`src/design/hash_key_index_table_unit_macros.svh`:
```
// Assertion macros for the hash key index table unit.
// Depends on clk and arst_n being visible at the point of use.
`ifndef HASH_KEY_INDEX_TABLE_UNIT_MACROS_SVH
`define HASH_KEY_INDEX_TABLE_UNIT_MACROS_SVH
`ifndef ASSERT_OFF
`define HKIT_ASSERT_IMP(label, cond, prop, msg) \
	label: assert property (@(posedge clk) disable iff (!arst_n) (cond) |-> (prop)) \
		else $error(msg);
`define HKIT_ASSERT_NXT(label, cond, prop, msg) \
	label: assert property (@(posedge clk) disable iff (!arst_n) (cond) |=> (prop)) \
		else $error(msg);
`else
`define HKIT_ASSERT_IMP(label, cond, prop, msg)
`define HKIT_ASSERT_NXT(label, cond, prop, msg)
`endif
`endif

```
`src/design/hkit_pkg.sv`:
```
// Shared types and constants for the hash key index table unit.
// No dependencies.
`timescale 1ns / 1ps
`default_nettype none
package hkit_pkg;
	localparam int MAX_SLOTS_LOG2 = 12;
	localparam logic [31:0] FNV_BASIS = 32'h811C9DC5;
	localparam logic [31:0] FNV_PRIME = 32'h01000193;
	localparam int FOLD_SHIFT = 15;
	localparam int KEY_BYTES = 32;

	localparam logic [1:0] CMD_CLEAR = 2'd0;
	localparam logic [1:0] CMD_PUT = 2'd1;
	localparam logic [1:0] CMD_GET = 2'd2;

	localparam logic [2:0] ST_INSERTED = 3'd0;
	localparam logic [2:0] ST_DUPLICATE = 3'd1;
	localparam logic [2:0] ST_FULL = 3'd2;
	localparam logic [2:0] ST_FOUND = 3'd3;
	localparam logic [2:0] ST_ABSENT = 3'd4;
	localparam logic [2:0] ST_CLEARED = 3'd5;

	typedef struct packed {
		logic valid;
		logic [255:0] key;
		logic [31:0] height;
	} slot_t;

	typedef enum logic [4:0] {
		S_CLR = 5'b00001,
		S_IDLE = 5'b00010,
		S_HASH = 5'b00100,
		S_RD = 5'b01000,
		S_CMP = 5'b10000
	} state_t;
endpackage
`default_nettype wire

```
`src/design/hkit_hash.sv`:
```
// FNV-1a 32 hash over a 32-byte key, one byte per cycle, then folded.
// Depends on hkit_pkg.
`timescale 1ns / 1ps
`default_nettype none
module hkit_hash (
	input wire logic clk,
	input wire logic arst_n,
	input wire logic start,
	input wire logic [255:0] key,
	output logic done,
	output logic [31:0] hash
);
	logic [255:0] key_q;
	logic [31:0] h_q;
	logic [4:0] cnt_q;
	logic run_q;
	logic done_q;

	always_ff @(posedge clk or negedge arst_n) begin
		if (!arst_n) begin
			run_q <= 1'b0;
			cnt_q <= '0;
			done_q <= 1'b0;
		end else begin
			done_q <= run_q && (cnt_q == 5'(hkit_pkg::KEY_BYTES - 1));
			if (start) begin
				run_q <= 1'b1;
				cnt_q <= '0;
			end else if (run_q) begin
				cnt_q <= cnt_q + 5'd1;
				if (cnt_q == 5'(hkit_pkg::KEY_BYTES - 1)) run_q <= 1'b0;
			end
		end
	end

	always_ff @(posedge clk) begin
		if (start) begin
			key_q <= key;
			h_q <= hkit_pkg::FNV_BASIS;
		end else if (run_q) begin
			key_q <= key_q >> 8;
			h_q <= 32'((h_q ^ {24'd0, key_q[7:0]}) * hkit_pkg::FNV_PRIME);
		end
	end

	assign done = done_q;
	assign hash = h_q ^ (h_q >> hkit_pkg::FOLD_SHIFT);
endmodule
`default_nettype wire

```
`config.mk`:
```
export PLATFORM = sky130hd
export DESIGN_NAME = hkit_hash
export DESIGN_NICKNAME = d
export VERILOG_FILES = /design/src/design/hash_key_index_table_unit_macros.svh /design/src/design/hkit_pkg.sv /design/src/design/hkit_hash.sv
export SDC_FILE = /design/constraint.sdc
export NUM_CORES = 1
export LEC_CHECK = 0
export BUFFER_PORTS_ARGS = -buffer_cell sky130_fd_sc_hd__buf_4
export CAP_MARGIN = 20
export CORE_UTILIZATION = 52
export DETAILED_ROUTE_END_ITERATION = 10
export PLACE_DENSITY = 0.83
export RECOVER_POWER = 25
export SETUP_SLACK_MARGIN = 0.02
export SLEW_MARGIN = 20
export SYNTH_ARGS = -nofsm -noshare
export SYNTH_HDL_FRONTEND = slang
export SYNTH_SLANG_ARGS = --single-unit
```
`constraint.sdc`:
```
create_clock -name clk -period 6 [get_ports clk]
set_input_delay 0.6 -clock clk [delete_from_list [all_inputs] [get_ports clk]]
set_output_delay 0.6 -clock clk [all_outputs]
set_load 0.005 [all_outputs]
```
* Word level (Yosys, flattened, before mapping)
Cells that the tools add are included.
** Storage, ports and cells
- RAM bits :: 0
- ROM bits :: 0
- Output and inout port bits :: 33
- Bits in latches :: 0
- Bits in registers :: 295
- Memories :: 0
- Word-level logic and storage cells :: 19
** Operators by class
- Magnitude comparators :: 0
- Bitwise operators :: 2
- $mul :: 1
- Muxes and demuxes :: 7
- Shifts and indexed selects :: 0
- Equality and inequality tests :: 1
- Div/mod/pow operators :: 0
- Reductions and logical operators :: 2
- Add/sub/neg operators :: 1
** Operators by type and width (number)
- 256-bit two-way mux :: 2
- 32-bit by 25-bit multiplier with 32-bit output (second input constant) :: 1
- 32-bit by 17-bit bitwise XOR with 32-bit output :: 1
- 32-bit by 8-bit bitwise XOR with 32-bit output :: 1
- 5-bit two-way mux :: 2
- 5-bit by 1-bit adder with 5-bit output (second input constant) :: 1
- 5-bit equality test (second input constant) :: 1
- 1-bit two-way mux :: 3
- 2-bit nonzero test :: 1
- 1-bit logical AND :: 1

* Logic depth before layout (Yosys ltp)
- Depth in word-level cells :: 4
- Mapped depth :: 22
- Gate-level depth less buffers :: 22

* Least setup slack after synthesis
Ideal clock, no wire load.
- Path type :: input port to flip-flop
- From :: input start
- To :: register key_q[0] (enable)
- Library setup time :: 0.608 ns
- Cell stages on the path :: 3
- Data required time :: 5.392 ns
- Path buffers :: 1
- Slack :: -0.582 ns
- Arrival time :: 5.974 ns
- Cells stage by stage :: clkbuf_1 nor2_1 inv_1
** Between the ends
- Cells in the longest elaborated chain, start to end :: 1
** RTL lines
- from (decl) :: RTL line hkit_hash.sv:8 : input wire logic start,
- 2-bit nonzero test (no line)
- to (signal assigned) :: RTL line hkit_hash.sv:38 : key_q <= key;
- to (signal assigned) :: RTL line hkit_hash.sv:41 : key_q <= key_q >> 8;
- to (decl) :: RTL line hkit_hash.sv:13 : logic [255:0] key_q;
No other way between the ends.
A chain may end at the register's enable or synchronous reset.

* Worst setup path after layout
- From :: register h_q[3]
- To :: register h_q[30]
** Between the ends
- Cells in the longest elaborated chain, start to end :: 2
** RTL lines
- from (decl) :: RTL line hkit_hash.sv:14 : logic [31:0] h_q;
- from (signal assigned) :: RTL line hkit_hash.sv:39 : h_q <= hkit_pkg::FNV_BASIS;
- from (signal assigned) :: RTL line hkit_hash.sv:42 : h_q <= 32'((h_q ^ {24'd0, key_q[7:0]}) * hkit_pkg::FNV_PRIME);
- 32-bit by 8-bit bitwise XOR with 32-bit output :: RTL line hkit_hash.sv:42
- 32-bit by 25-bit multiplier with 32-bit output :: RTL line hkit_hash.sv:42
No other way between the ends.

==> flow_summary_export.csv <==
group,metric,value,unit
floorplanning,dieWidth,188,um
synthesis,async_flop_share,2.37,%
global_route,grt_max_degree,202,
synthesis,syn_nets,1854,
drt,num_vias,11300,
synthesis,syn_inst,1335,
critical_path,critPathArrivalTime,6.15,ns
timing,timing.final.ws_setup,0.305,ns
synthesis,synth.area.top_cells,"edfxtp_1 (43%), mux2_2 (16%), ha_1 (13%), fa_1 (8.2%), inv_1 (3.8%)",
cells_and_area,drive_above_1_share,36.0,%
floorplanning,die_area,35400,sq um
timing,period_needed,5.70,ns
drt,drt_wl_total,41100,um
drt,drtIter0Drc,809,
synthesis,synth_seq_area_share,47.2,%
drt,vias_per_cell,5.35,
critical_path,startpoint_type,"flip-flop",
clocking,cts_tree,"built",
drt,drc_errors,0,
cells_and_area,fin_cells,2105,
global_route,grt_overflow,0,
synthesis,synth_area_per_cell,13.5,sq um
timing,rsz0062_at_grt,"no",
placed_design,portBuffers,291,
drt,dr.pass1.iters,5,
floorplanning,io_pins,292,
timing,finalSetupTns,0,ns
placed_design,place.gp.congestion,0.976,
synthesis,yosysTopAreaCellShare,42.7,%
clocking,htreeDepth,2,
synthesis,yosys.area.top_type,"edfxtp_1",
critical_path,cp_max_fo,6,
global_route,grt_pass1_vias,12000,
synthesis,synth-edff-count,256,
floorplanning,die_y,188,um
cells_and_area,final_area,21700,sq um
run,cap_violations,2,
synthesis,synth_cell_types,57,
global_route,antenna_found_initial,0,
status,violations,"max-capacitance violations, max-slew violations",
timing,setup_viol,0,
placed_design,dpl_cell_area,20700,sq um
clocking,insertion_delay,0.51,ns
worst_hold_path,min_path_type,"primary input to flip-flop",
floorplanning,rows,67,
cells_and_area,area_delta_synth_final,20.6,%
synthesis,synth_area,18000,sq um
placed_design,dp_hpwl,30700,um
timing,final_max_slew_viol_count,202,
clocking,root_buffer,"clkbuf_16",
clocking,cts.path.max_buffers,3,
critical_path,crit_path_end_kind,"flip-flop",
timing,relSlewSlack,-171,%
drt,wire_per_inst,19.5,um
synthesis,yosys_warnings,0,
synthesis,synth-seq-cells,295,
timing,fmax,176,MHz
placed_design,post-place-cells,2043,
cells_and_area,fin_nets,2152,
cells_and_area,antenna_cells,0,
cells_and_area,mostFrequentLayoutCells,"buf_4 (281), edfxtp_1 (256), mux2_2 (245)",
critical_path,criticalPathCategory,"flip-flop to flip-flop",
timing,finalCritPeriodShare,94.9,%
global_route,grt_pass1_wl,63900,um
placed_design,pre_cts_slack,0.309,ns
critical_path,required,6.45,ns
floorplanning,core,33800,sq um
status,outcome,"finished, violations left",
clocking,cts_sinks,295,
clocking,clkTransAtPathRegs,0.06,ns
global_route,grtUsageTotal,23.4,%
floorplanning,start_util,53.3,%
timing,timing_worst_slew_pin_value,4.07,ns
synthesis,synth_ff_type,"edfxtp_1",
drt,drtAntennaViolNets,0,
timing,finalHoldViolCount,0,
cells_and_area,layout_commonest_cell,"buf_4",
clocking,cts_buffers,35,
timing,skew,0.0138,ns
## path summary, 6_finish.rpt
path / from / endpoint / cells past startpoint / slack (ns)
setup / recovery: h_q[3] / h_q[30] / 19 / 0.30
hold / removal: key[253] / key_q[253] / 2 / 0.38
setup reg to reg: h_q[3] / h_q[30] / 19 / 0.30
hold reg to reg: cnt_q[4] / cnt_q[4] / 2 / 0.53
max in group asynchronous: arst_n / cnt_q[4] / 2 / 5.13
min in group asynchronous: arst_n / cnt_q[1] / 2 / 0.59
## synth_stat cells, drive strengths merged (12+ instances only)
cell type	count
mux2	248
dfxtp	32
o21ai	25
ha	186
a21oi	25
clkbuf	33
and2	12
inv	181
mux2i	13
fa	74
nor2	36
buf	17
edfxtp	256
xor2	38
nand2	28
xnor2	31
## stage by stage
step | hold WS, ns | utilization (%)
2_1_floorplan | 0.304 | -
3_3_place_gp | 0.417 | 61.2
3_5_place_dp | 0.419 | 61.2
4_1_cts | 0.361 | 64.4
5_1_grt | 0.370 | 64.3
6_report | 0.376 | 64.3
## routing by layer
layer	routed length [um]	GRT usage [%]
met2	20600	40.5
met5	0	0
met3	3370	6.27
met4	1450	8.44
met1	15600	27.9
## critical path, stage by stage, from the launching register on
cell       delay, ns
dfxtp_1         0.41
xor2_1          0.31
ha_1            0.31
ha_1            0.27
fa_1            0.46
ha_1            0.23
fa_1            0.45
ha_1            0.29
inv_1           0.04
fa_1            0.49
inv_1           0.04
ha_1            0.39
a211oi_2        0.14
o2bb2ai_2       0.17
or4_4           0.52
o22ai_2         0.18
a221o_2         0.20
a31oi_1         0.15
or4_1           0.49
nand3_1         0.09
## flip-flops by register name (all words and copies together), names as in the netlist
signal  count
key_q     256
h_q        32
cnt_q       5
done        1
run_q       1
## cells by family (layout without fill, tap and decap cells)
family	Yosys count	count (layout)	share of synthesized area (%)
multiplexers	261	261	16.2
flip-flops	295	295	47.2
XOR/XNOR	69	69	3.36
buffers and inverters	233	555	5.17
AND/OR/NAND/NOR	116	116	3.13
adder cells (fa/ha/maj)	260	260	21.2
AO/OA/AOI/OAI	101	101	3.71
## repair_timing
item / CTS / global route
setup buffers: 0 / 0
hold endpoints to repair: 7 / 0
resized for setup: 0 / 2
hold buffers: 1 / 0
setup endpoints to repair: 0 / 2
## final cells by class
type	instances	area [sq um]
clock buffer	49	971
clock inverter	12	97.6
fill	2428	12100
inverter	183	691
multi-input combinational	807	8580
sequential	295	8500
tap	448	561
timing repair buffer	311	2310
Power is left out: the tool's default activity adds up to more than one toggle a clock period on the data nets, which glitch-free logic cannot reach.
